`src/rtl/core/erast_pkg.sv`:
```
// Package for the ellipse rasterizer: widths, request codes and the structs
// passed between the top level, the sequencer and the shared multiply-add unit.
// No dependencies.
package erast_pkg;

	localparam int SCREEN_WIDTH  = 128;
	localparam int SCREEN_HEIGHT = 64;

	localparam int X_W   = $clog2(SCREEN_WIDTH);
	localparam int Y_W   = $clog2(SCREEN_HEIGHT);
	localparam int OFS_W = X_W + 1;
	localparam int MUL_W = 17;
	localparam int ACC_W = 32;

	localparam logic REQ_START = 1'b0;
	localparam logic REQ_STEP  = 1'b1;

	typedef struct packed {
		logic           req_type;
		logic [X_W-1:0] corner_a_x;
		logic [Y_W-1:0] corner_a_y;
		logic [X_W-1:0] corner_b_x;
		logic [Y_W-1:0] corner_b_y;
	} req_t;

	typedef struct packed {
		logic           point_valid;
		logic           last_point;
		logic [X_W-1:0] x_right;
		logic [X_W-1:0] x_left;
		logic [Y_W-1:0] y_below;
		logic [Y_W-1:0] y_above;
	} res_t;

	typedef struct packed {
		logic [ACC_W-1:0] addend;
		logic [MUL_W-1:0] opa;
		logic [MUL_W-1:0] opb;
		logic             neg;
	} mac_req_t;

endpackage

```
`src/rtl/core/erast_mac.sv`:
```
// Shared signed multiply-add unit: sum = addend +/- opa * opb.
// Depends on erast_pkg.
module erast_mac (
	input  erast_pkg::mac_req_t               req,
	output logic signed [erast_pkg::ACC_W-1:0] sum
);

	localparam int MUL_W = erast_pkg::MUL_W;
	localparam int ACC_W = erast_pkg::ACC_W;

	logic signed [2*MUL_W-1:0] prod;
	logic signed [2*MUL_W-1:0] term;

	always_comb begin
		prod = $signed(req.opa) * $signed(req.opb);
		term = req.neg ? -prod : prod;
		sum  = $signed(req.addend) + $signed(term[ACC_W-1:0]);
	end

endmodule

```
`src/rtl/core/erast_core.sv`:
```
// Sequencer for the midpoint ellipse: holds the ellipse state and steps the
// shared multiply-add unit through setup, point advance and region change.
// Depends on erast_pkg and erast_mac.
module erast_core (
	input  logic              clk,
	input  logic              arst_n,
	input  logic              req_fire,
	input  erast_pkg::req_t   req,
	output logic              idle,
	output logic              done,
	output erast_pkg::res_t   res
);

	localparam int X_W   = erast_pkg::X_W;
	localparam int Y_W   = erast_pkg::Y_W;
	localparam int OFS_W = erast_pkg::OFS_W;
	localparam int MUL_W = erast_pkg::MUL_W;
	localparam int ACC_W = erast_pkg::ACC_W;
	localparam int A_W   = X_W - 1;
	localparam int B_W   = Y_W - 1;

	localparam erast_pkg::res_t RES_END = '{point_valid: 1'b0, last_point: 1'b1,
		x_right: '0, x_left: '0, y_below: '0, y_above: '0};

	typedef enum logic [3:0] {
		ST_IDLE,
		ST_A2,
		ST_B2,
		ST_P0A,
		ST_P0B,
		ST_ADV1,
		ST_ADV2,
		ST_SET1,
		ST_SET2,
		ST_E1,
		ST_E2,
		ST_E3,
		ST_E4,
		ST_E5,
		ST_FIN
	} state_t;

	state_t                    state_q;
	logic [X_W-1:0]            cx_q;
	logic [Y_W-1:0]            cy_q;
	logic [A_W-1:0]            a_q;
	logic [B_W-1:0]            b_q;
	logic [2*A_W-1:0]          a2_q;
	logic [2*B_W-1:0]          b2_q;
	logic signed [OFS_W-1:0]   x_q;
	logic signed [OFS_W-1:0]   y_q;
	logic signed [ACC_W-1:0]   p_q;
	logic signed [ACC_W-1:0]   s_q;
	logic                      r2_q;
	logic                      busy_q;
	erast_pkg::res_t           res_q;

	// box setup
	logic [X_W-1:0] x_lo, x_hi, x_span;
	logic [Y_W-1:0] y_lo, y_hi, y_span;
	logic [X_W:0]   x_sum;
	logic [Y_W:0]   y_sum;
	logic           reject;

	// current point
	logic [X_W-1:0] x_right, x_left;
	logic [Y_W-1:0] y_below, y_above;

	// operands
	logic signed [MUL_W-1:0] xs, ys, x_p1, x_2p3, x_2p2, y_m1, y_2n, y_1m2, y_3m2;
	logic signed [MUL_W-1:0] a_op, b_op, a2_op, b2_op, s_op, one_op;

	erast_pkg::mac_req_t     mac_req;
	logic signed [ACC_W-1:0] mac_sum;

	erast_mac u_mac (
		.req (mac_req),
		.sum (mac_sum)
	);

	always_comb begin
		x_lo   = (req.corner_a_x < req.corner_b_x) ? req.corner_a_x : req.corner_b_x;
		x_hi   = (req.corner_a_x < req.corner_b_x) ? req.corner_b_x : req.corner_a_x;
		y_lo   = (req.corner_a_y < req.corner_b_y) ? req.corner_a_y : req.corner_b_y;
		y_hi   = (req.corner_a_y < req.corner_b_y) ? req.corner_b_y : req.corner_a_y;
		x_sum  = {1'b0, x_lo} + {1'b0, x_hi};
		y_sum  = {1'b0, y_lo} + {1'b0, y_hi};
		x_span = x_hi - x_lo;
		y_span = y_hi - y_lo;
		reject = (req.corner_a_x == req.corner_b_x) || (req.corner_a_y == req.corner_b_y);
	end

	// coordinates wrap with the screen, which is a power of two
	assign x_right = cx_q + x_q[X_W-1:0];
	assign x_left  = cx_q - x_q[X_W-1:0];
	assign y_below = cy_q + y_q[Y_W-1:0];
	assign y_above = cy_q - y_q[Y_W-1:0];

	always_comb begin
		xs     = MUL_W'(x_q);
		ys     = MUL_W'(y_q);
		one_op = MUL_W'(1);
		x_p1   = xs + one_op;
		x_2p3  = (xs <<< 1) + MUL_W'(3);
		x_2p2  = (xs <<< 1) + MUL_W'(2);
		y_m1   = ys - one_op;
		y_2n   = -(ys <<< 1);
		y_1m2  = one_op - (ys <<< 1);
		y_3m2  = MUL_W'(3) - (ys <<< 1);
		a_op   = MUL_W'(a_q);
		b_op   = MUL_W'(b_q);
		a2_op  = MUL_W'(a2_q);
		b2_op  = MUL_W'(b2_q);
		s_op   = s_q[MUL_W-1:0];
	end

	always_comb begin
		mac_req = '{addend: p_q, opa: '0, opb: '0, neg: 1'b0};
		case (state_q)
			ST_A2: begin
				mac_req = '{addend: '0, opa: a_op, opb: a_op, neg: 1'b0};
			end
			ST_B2: begin
				mac_req = '{addend: '0, opa: b_op, opb: b_op, neg: 1'b0};
			end
			ST_P0A: begin
				mac_req = '{addend: ACC_W'(a2_q[2*A_W-1:2]), opa: a2_op, opb: b_op,
					neg: 1'b1};
			end
			ST_P0B: begin
				mac_req = '{addend: p_q, opa: b2_op, opb: one_op, neg: 1'b0};
			end
			ST_ADV1: begin
				if (!r2_q) begin
					mac_req = '{addend: p_q, opa: b2_op, opb: x_2p3, neg: 1'b0};
				end else if (p_q > 0) begin
					mac_req = '{addend: p_q, opa: a2_op, opb: y_3m2, neg: 1'b0};
				end else begin
					mac_req = '{addend: p_q, opa: b2_op, opb: x_2p2, neg: 1'b0};
				end
			end
			ST_ADV2: begin
				mac_req = '{addend: p_q, opa: a2_op, opb: (r2_q ? y_1m2 : y_2n), neg: 1'b0};
			end
			ST_SET1: begin
				mac_req = '{addend: '0, opa: b2_op, opb: xs, neg: 1'b0};
			end
			ST_SET2: begin
				mac_req = '{addend: s_q, opa: a2_op, opb: ys, neg: 1'b1};
			end
			ST_E1: begin
				mac_req = '{addend: '0, opa: xs, opb: x_p1, neg: 1'b0};
			end
			ST_E2: begin
				mac_req = '{addend: '0, opa: b2_op, opb: s_op, neg: 1'b0};
			end
			ST_E3: begin
				mac_req = '{addend: '0, opa: y_m1, opb: y_m1, neg: 1'b0};
			end
			ST_E4: begin
				mac_req = '{addend: p_q, opa: a2_op, opb: s_op, neg: 1'b0};
			end
			ST_E5: begin
				mac_req = '{addend: p_q, opa: a2_op, opb: b2_op, neg: 1'b1};
			end
			default: begin
				mac_req = '{addend: p_q, opa: '0, opb: '0, neg: 1'b0};
			end
		endcase
	end

	always_ff @(posedge clk or negedge arst_n) begin
		if (!arst_n) begin
			state_q <= ST_IDLE;
			cx_q    <= '0;
			cy_q    <= '0;
			a_q     <= '0;
			b_q     <= '0;
			a2_q    <= '0;
			b2_q    <= '0;
			x_q     <= '0;
			y_q     <= '0;
			p_q     <= '0;
			s_q     <= '0;
			r2_q    <= 1'b0;
			busy_q  <= 1'b0;
			res_q   <= '0;
		end else begin
			case (state_q)
				ST_IDLE: begin
					if (req_fire) begin
						if (req.req_type == erast_pkg::REQ_START) begin
							if (reject) begin
								busy_q  <= 1'b0;
								res_q   <= RES_END;
								state_q <= ST_FIN;
							end else begin
								res_q   <= '0;
								cx_q    <= x_sum[X_W:1];
								cy_q    <= y_sum[Y_W:1];
								a_q     <= x_span[X_W-1:1];
								b_q     <= y_span[Y_W-1:1];
								x_q     <= '0;
								y_q     <= OFS_W'(y_span[Y_W-1:1]);
								r2_q    <= 1'b0;
								busy_q  <= 1'b1;
								state_q <= ST_A2;
							end
						end else if (!busy_q) begin
							res_q   <= RES_END;
							state_q <= ST_FIN;
						end else begin
							res_q <= '{point_valid: 1'b1, last_point: 1'b0,
								x_right: x_right, x_left: x_left,
								y_below: y_below, y_above: y_above};
							state_q <= ST_ADV1;
						end
					end
				end
				ST_A2: begin
					a2_q    <= mac_sum[2*A_W-1:0];
					state_q <= ST_B2;
				end
				ST_B2: begin
					b2_q    <= mac_sum[2*B_W-1:0];
					state_q <= ST_P0A;
				end
				ST_P0A: begin
					p_q     <= mac_sum;
					state_q <= ST_P0B;
				end
				ST_P0B: begin
					p_q     <= mac_sum;
					state_q <= ST_SET1;
				end
				ST_ADV1: begin
					p_q <= mac_sum;
					if (!r2_q) begin
						x_q <= x_q + OFS_W'(1);
						if (p_q < 0) begin
							state_q <= ST_SET1;
						end else begin
							y_q     <= y_q - OFS_W'(1);
							state_q <= ST_ADV2;
						end
					end else begin
						y_q <= y_q - OFS_W'(1);
						if (p_q > 0) begin
							state_q <= ST_SET1;
						end else begin
							x_q     <= x_q + OFS_W'(1);
							state_q <= ST_ADV2;
						end
					end
				end
				ST_ADV2: begin
					p_q     <= mac_sum;
					state_q <= ST_SET1;
				end
				ST_SET1: begin
					if (r2_q) begin
						if (y_q[OFS_W-1]) begin
							busy_q <= 1'b0;
						end
						state_q <= ST_FIN;
					end else begin
						s_q     <= mac_sum;
						state_q <= ST_SET2;
					end
				end
				ST_SET2: begin
					s_q <= mac_sum;
					if (mac_sum[ACC_W-1]) begin
						state_q <= ST_FIN;
					end else begin
						r2_q    <= 1'b1;
						state_q <= ST_E1;
					end
				end
				ST_E1: begin
					s_q     <= mac_sum;
					state_q <= ST_E2;
				end
				ST_E2: begin
					p_q     <= mac_sum;
					state_q <= ST_E3;
				end
				ST_E3: begin
					s_q     <= mac_sum;
					state_q <= ST_E4;
				end
				ST_E4: begin
					p_q     <= mac_sum;
					state_q <= ST_E5;
				end
				ST_E5: begin
					p_q <= mac_sum;
					if (y_q[OFS_W-1]) begin
						busy_q <= 1'b0;
					end
					state_q <= ST_FIN;
				end
				ST_FIN: begin
					state_q <= ST_IDLE;
				end
				default: begin
					state_q <= ST_IDLE;
				end
			endcase
		end
	end

	assign idle = (state_q == ST_IDLE);
	assign done = (state_q == ST_FIN);

	always_comb begin
		res = res_q;
		if (res_q.point_valid) begin
			res.last_point = !busy_q;
		end
	end

	// region 2 is left only by a new start
	a_r2_exit: assert property (@(posedge clk) disable iff (!arst_n)
		$fell(r2_q) |-> $past(state_q) == ST_IDLE)
		else $error("region flag cleared outside a start request");

	// a pending point never has a negative y offset
	a_pending_y: assert property (@(posedge clk) disable iff (!arst_n)
		(state_q == ST_IDLE && busy_q) |-> !y_q[OFS_W-1])
		else $error("pending point below the axis");

	// x offset only grows while a request is being worked
	a_x_grows: assert property (@(posedge clk) disable iff (!arst_n)
		($past(state_q) != ST_IDLE) |-> (x_q >= $past(x_q)))
		else $error("x offset decreased during a step");

endmodule

```
`src/rtl/core/ellipse_rasterizer_unit.sv`:
```
// Top level of the midpoint ellipse rasterizer: request/response handshakes
// and the response register. Depends on erast_pkg and erast_core.
//
//  channel | direction | handshake            | payload
//  req     | in        | req_valid/req_ready  | req_type, corner_a_x/y, corner_b_x/y
//  rsp     | out       | rsp_valid/rsp_ready  | point_valid, last_point, x_/y_ coords
//
// One request at a time; one multiply-add per cycle sets the latency.
// Start: squares the semi-axes, sets the first decision value, tests for region 2 and,
// if the ellipse opens there, runs the region-change updates. Step: advances the point;
// in region 1 it repeats that test and updates. Rejected box or idle step: straight to finish.
// req_ready is low while a request is worked or a response waits; arst_n idles all.
module ellipse_rasterizer_unit (
	input  logic                      clk,
	input  logic                      arst_n,
	input  logic                      req_valid,
	output logic                      req_ready,
	input  logic                      req_type,
	input  logic [erast_pkg::X_W-1:0] corner_a_x,
	input  logic [erast_pkg::Y_W-1:0] corner_a_y,
	input  logic [erast_pkg::X_W-1:0] corner_b_x,
	input  logic [erast_pkg::Y_W-1:0] corner_b_y,
	output logic                      rsp_valid,
	input  logic                      rsp_ready,
	output logic                      point_valid,
	output logic                      last_point,
	output logic [erast_pkg::X_W-1:0] x_right,
	output logic [erast_pkg::X_W-1:0] x_left,
	output logic [erast_pkg::Y_W-1:0] y_below,
	output logic [erast_pkg::Y_W-1:0] y_above
);

	erast_pkg::req_t req;
	erast_pkg::res_t core_res;
	erast_pkg::res_t rsp_q;
	logic            core_idle;
	logic            core_done;
	logic            req_fire;
	logic            rsp_valid_q;

	assign req = '{req_type: req_type, corner_a_x: corner_a_x, corner_a_y: corner_a_y,
		corner_b_x: corner_b_x, corner_b_y: corner_b_y};

	assign req_ready = core_idle && !rsp_valid_q;
	assign req_fire  = req_valid && req_ready;

	erast_core u_core (
		.clk      (clk),
		.arst_n   (arst_n),
		.req_fire (req_fire),
		.req      (req),
		.idle     (core_idle),
		.done     (core_done),
		.res      (core_res)
	);

	always_ff @(posedge clk or negedge arst_n) begin
		if (!arst_n) begin
			rsp_valid_q <= 1'b0;
			rsp_q       <= '0;
		end else if (core_done) begin
			rsp_valid_q <= 1'b1;
			rsp_q       <= core_res;
		end else if (rsp_valid_q && rsp_ready) begin
			rsp_valid_q <= 1'b0;
		end
	end

	assign rsp_valid   = rsp_valid_q;
	assign point_valid = rsp_q.point_valid;
	assign last_point  = rsp_q.last_point;
	assign x_right     = rsp_q.x_right;
	assign x_left      = rsp_q.x_left;
	assign y_below     = rsp_q.y_below;
	assign y_above     = rsp_q.y_above;

	// a finished request never lands on a response still waiting
	a_no_overwrite: assert property (@(posedge clk) disable iff (!arst_n)
		core_done |-> !rsp_valid_q)
		else $error("response overwritten before it was taken");

endmodule
```
`config.mk`:
```
export PLATFORM = sky130hd
export DESIGN_NAME = ellipse_rasterizer_unit
export DESIGN_NICKNAME = d
export VERILOG_FILES = /design/src/rtl/core/erast_pkg.sv /design/src/rtl/core/erast_mac.sv /design/src/rtl/core/erast_core.sv /design/src/rtl/core/ellipse_rasterizer_unit.sv
export SDC_FILE = /design/constraint.sdc
export NUM_CORES = 1
export LEC_CHECK = 0
export BUFFER_PORTS_ARGS = -buffer_cell sky130_fd_sc_hd__clkbuf_2
export CAP_MARGIN = 20
export CORE_MARGIN = 4
export CORE_UTILIZATION = 30
export DETAILED_ROUTE_END_ITERATION = 8
export GPL_TIMING_DRIVEN = 0
export PLACE_DENSITY = 0.51
export SYNTH_ARGS = -nofsm -noshare
export SYNTH_HDL_FRONTEND = slang
export SYNTH_HIERARCHICAL = 1
export SYNTH_SLANG_ARGS = --single-unit
export TNS_END_PERCENT = 100
```
`constraint.sdc`:
```
create_clock -name clk -period 24.1 [get_ports clk]
set_input_delay 3.615 -clock clk [delete_from_list [all_inputs] [get_ports clk]]
set_output_delay 3.615 -clock clk [all_outputs]
set_load 0.02 [all_outputs]
```
==> flow_metrics.tcl <==
set metrics [dict create \
    outcome "completed" \
    wl_per_cell_um 19.0 \
    final_util_pct 33.1 \
    drcViolationCount 0 \
    multi_input_area_um2 17900 \
    cts_made_buffers 17 \
    viasPerCell 4.97 \
    synth-seq-cells 187 \
    vias 19504 \
    grt_max_degree 101 \
    syn-cell-area_um2 24900 \
    reg2regPathDepth 43 \
    max-slew-margin-rel_pct 37.3 \
    yosys_warnings 6 \
    layout_commonest_cell "inv_1" \
    port_buffers 60 \
    holdPathEnd "u_core/res[20]" \
    grt_use_met3_pct 1.86 \
    final_area_um2 27200 \
    ant_nets 0 \
    ys_seq_area_share_pct 18.8 \
    clock_sinks 187 \
    num_io_pins 61 \
    cts-root-buf "clkbuf_16" \
    crit_fanout 43 \
    antenna-diode-count 0 \
    die_area_um2 87500 \
    grt_util_met1_pct 25.7 \
    worstSetupPathType "flip-flop to flip-flop" \
    min_period_over_period_pct 58.4 \
    drv_cap 0 \
    grtUsageTotal_pct 17.5 \
    r2r_start "u_core/y_q[0]" \
    finalSetupViolations 0 \
    cp-start-kind "flip-flop" \
    routed_wl_um 74400 \
    synth_nets 3250 \
    synth_flop_cell "dfrtp_1" \
    start_util_pct 30.3 \
    ctsResizeCount 0 \
    hpwlAfterDp_um 60400 \
    cts_setup_buffers 0 \
    regArea_um2 4680 \
    dpl_cell_area_um2 26600 \
    async_flop_share_pct 100 \
    syn_avg_cell_area_um2 9.01 \
    synth-edff-count 0 \
    fmax_ghz 0.0710 \
    endpoint_kind "flip-flop" \
    clock_latency_ps 480 \
    design.core.area_um2 82100 \
    gp_congestion 0.901 \
    synth_cell_type_count 92 \
    postSynthCellCount 2757 \
    final_max_slew_viol_count 0 \
    rrSetupSlack_ps 10030 \
    worstHoldPathCells 2 \
    grt_pass1_vias 20237 \
    fin_nets 3335 \
    reg2reg_to "u_core/state_q[0]" \
    use_met2_pct 27.8 \
    clockBufferDepth 2 \
    antenna_found_initial 0 \
    drt_iter0_markers 1385 \
    row_count 105 \
    setup_tns_ps 0 \
    area_delta_synth_final_pct 9.34 \
    final_cell_mix "inv_1, fa_1, nand2_1" \
    drt_pass1_iterations 8 \
    fillers 8602 \
    period_needed_ps 14080 \
    drive_gt1_share_pct 10.1 \
    die_w_um 296 \
    holdCritStartpoint "u_core/res[20]" \
    final_hold_viol_count 0 \
    die_h_um 296 \
    grt_pass1_wl_um 119000 \
    required_ps 24440 \
    cp_slowest_stage_delay_ps 840 \
    grt-ovfl-total 0 \
    hold_path_class "flip-flop to flip-flop" \
    rsz0062_at_grt "no" \
    cts_hold_buffers 0 \
    path_clk_slew_ps 80 \
    grt.busiest_layer "met2" \
    cp_data_arrival_time_ps 14410 \
    critPathSlowestCell "nor4_1" \
    tightest_slew_ps 932 \
    htree_levels 4 \
    skew_ps 16.7 \
    cts_tree "yes" \
]
[metrics by stage]
step                      instances  hold WS (ps)  worst slack [ps]
after floorplan                2757           444             12820
after global placement         3887           465              9520
after detailed placement       3892           472             10090
after CTS                      3924           491             10030
after global routing           3925           496              9270
final                          3925           485             10030
[layout make-up]
class	instances	area share, %
plain buffers	134	2.39
clock buffers	19	1.67
clock inverters	13	0.553
inverters	437	6.04
multi-input cells	1999	65.8
flip-flops and latches	187	17.2
well taps	1070	4.93
repair buffers	66	1.37
[flip-flops by register name, summed over array words and instances, names as in the netlist]
name and flops:
y_above 6, u_core/cx_q 7, u_core/res 25, u_core/b_q 5, u_core/busy_q 1, u_core/s_q 32
y_below 6, point_valid 1, last_point 1, x_right 7, u_core/r2_q 1, rsp_valid 1
u_core/x_q 8, u_core/y_q 8, u_core/cy_q 6, u_core/a_q 6, u_core/p_q 32, u_core/res_q 1
u_core/b2_q 10, u_core/state_q 4, u_core/a2_q 12, x_left 7
[worst max-delay path, delay by kind of cell (launching register included)]
family | cells | cell delay, ps
AO/OA/AOI/OAI | 10 | 2560
XOR/XNOR | 3 | 880
adder cells (fa/ha/maj) | 9 | 3740
buffers and inverters | 9 | 1800
flip-flops | 1 | 560
AND/OR/NAND/NOR | 12 | 4350
[routing by layer]
layer,up-vias,wire (µm)
met2,373,33700
met5,-,0
met3,61,2740
met4,0,1370
met1,9813,36600
li1,9257,-
[cells by family (layout without fill, tap and decap cells)]
| kind of cell | count (synthesis) | after routing | share of synthesized area [%] |
|---|---|---|---|
| AOI/OAI and AO/OA | 502 | 502 | 13.9 |
| xor gates and xnor gates | 145 | 145 | 5.17 |
| adders and majority gates | 462 | 462 | 32.0 |
| buffers and inverters | 571 | 669 | 9.21 |
| DFF | 187 | 187 | 18.8 |
| muxes | 119 | 119 | 5.51 |
| and+or+nand+nor | 771 | 771 | 15.4 |
[worst max path at each step]
stage	startpoint	end	slack [ps]
2_1_floorplan	u_core/y_q[1]	u_core/state_q[0]	12820
3_3_place_gp	u_core/y_q[1]	u_core/state_q[0]	9520
3_5_place_dp	u_core/y_q[1]	u_core/state_q[0]	10090
4_1_cts	u_core/y_q[1]	u_core/state_q[0]	10030
5_1_grt	u_core/y_q[1]	u_core/state_q[0]	9270
6_report	u_core/y_q[0]	u_core/state_q[0]	10030
[cells in the mapped netlist, types with 10 or more instances]
master    number  area [µm²]
inv_1        434        1630
fa_1         289        5790
nand2_1      280        1050
dfrtp_1      187        4680
ha_1         173        2160
and2_1       167        1040
o21ai_0      116         581
nor2_1       110         413
mux2_2       106        1190
xnor2_1      105         920
a21oi_1      103         515
clkbuf_1      84         315
nand3_1       51         255
xor2_1        39         342
a21o_1        33         248
nor3_1        29         145
buf_4         28         210
a22o_1        27         236
o31ai_1       25         188
nand2b_1      24         150
a211oi_1      21         158
nor4_1        19         119
nor2b_1       18         113
o21a_1        16         120
o21bai_1      16         120
a221o_1       15         150
a22oi_1       14         105
and3_1        14        87.6
a221oi_1      13         114
nand4_1       13        81.3
a222oi_1      11         110
o211ai_1      11        82.6
or3_1         10        62.6
Power is left out: the tool's default activity adds up to more than one toggle a clock period on the data nets, which glitch-free logic cannot reach.
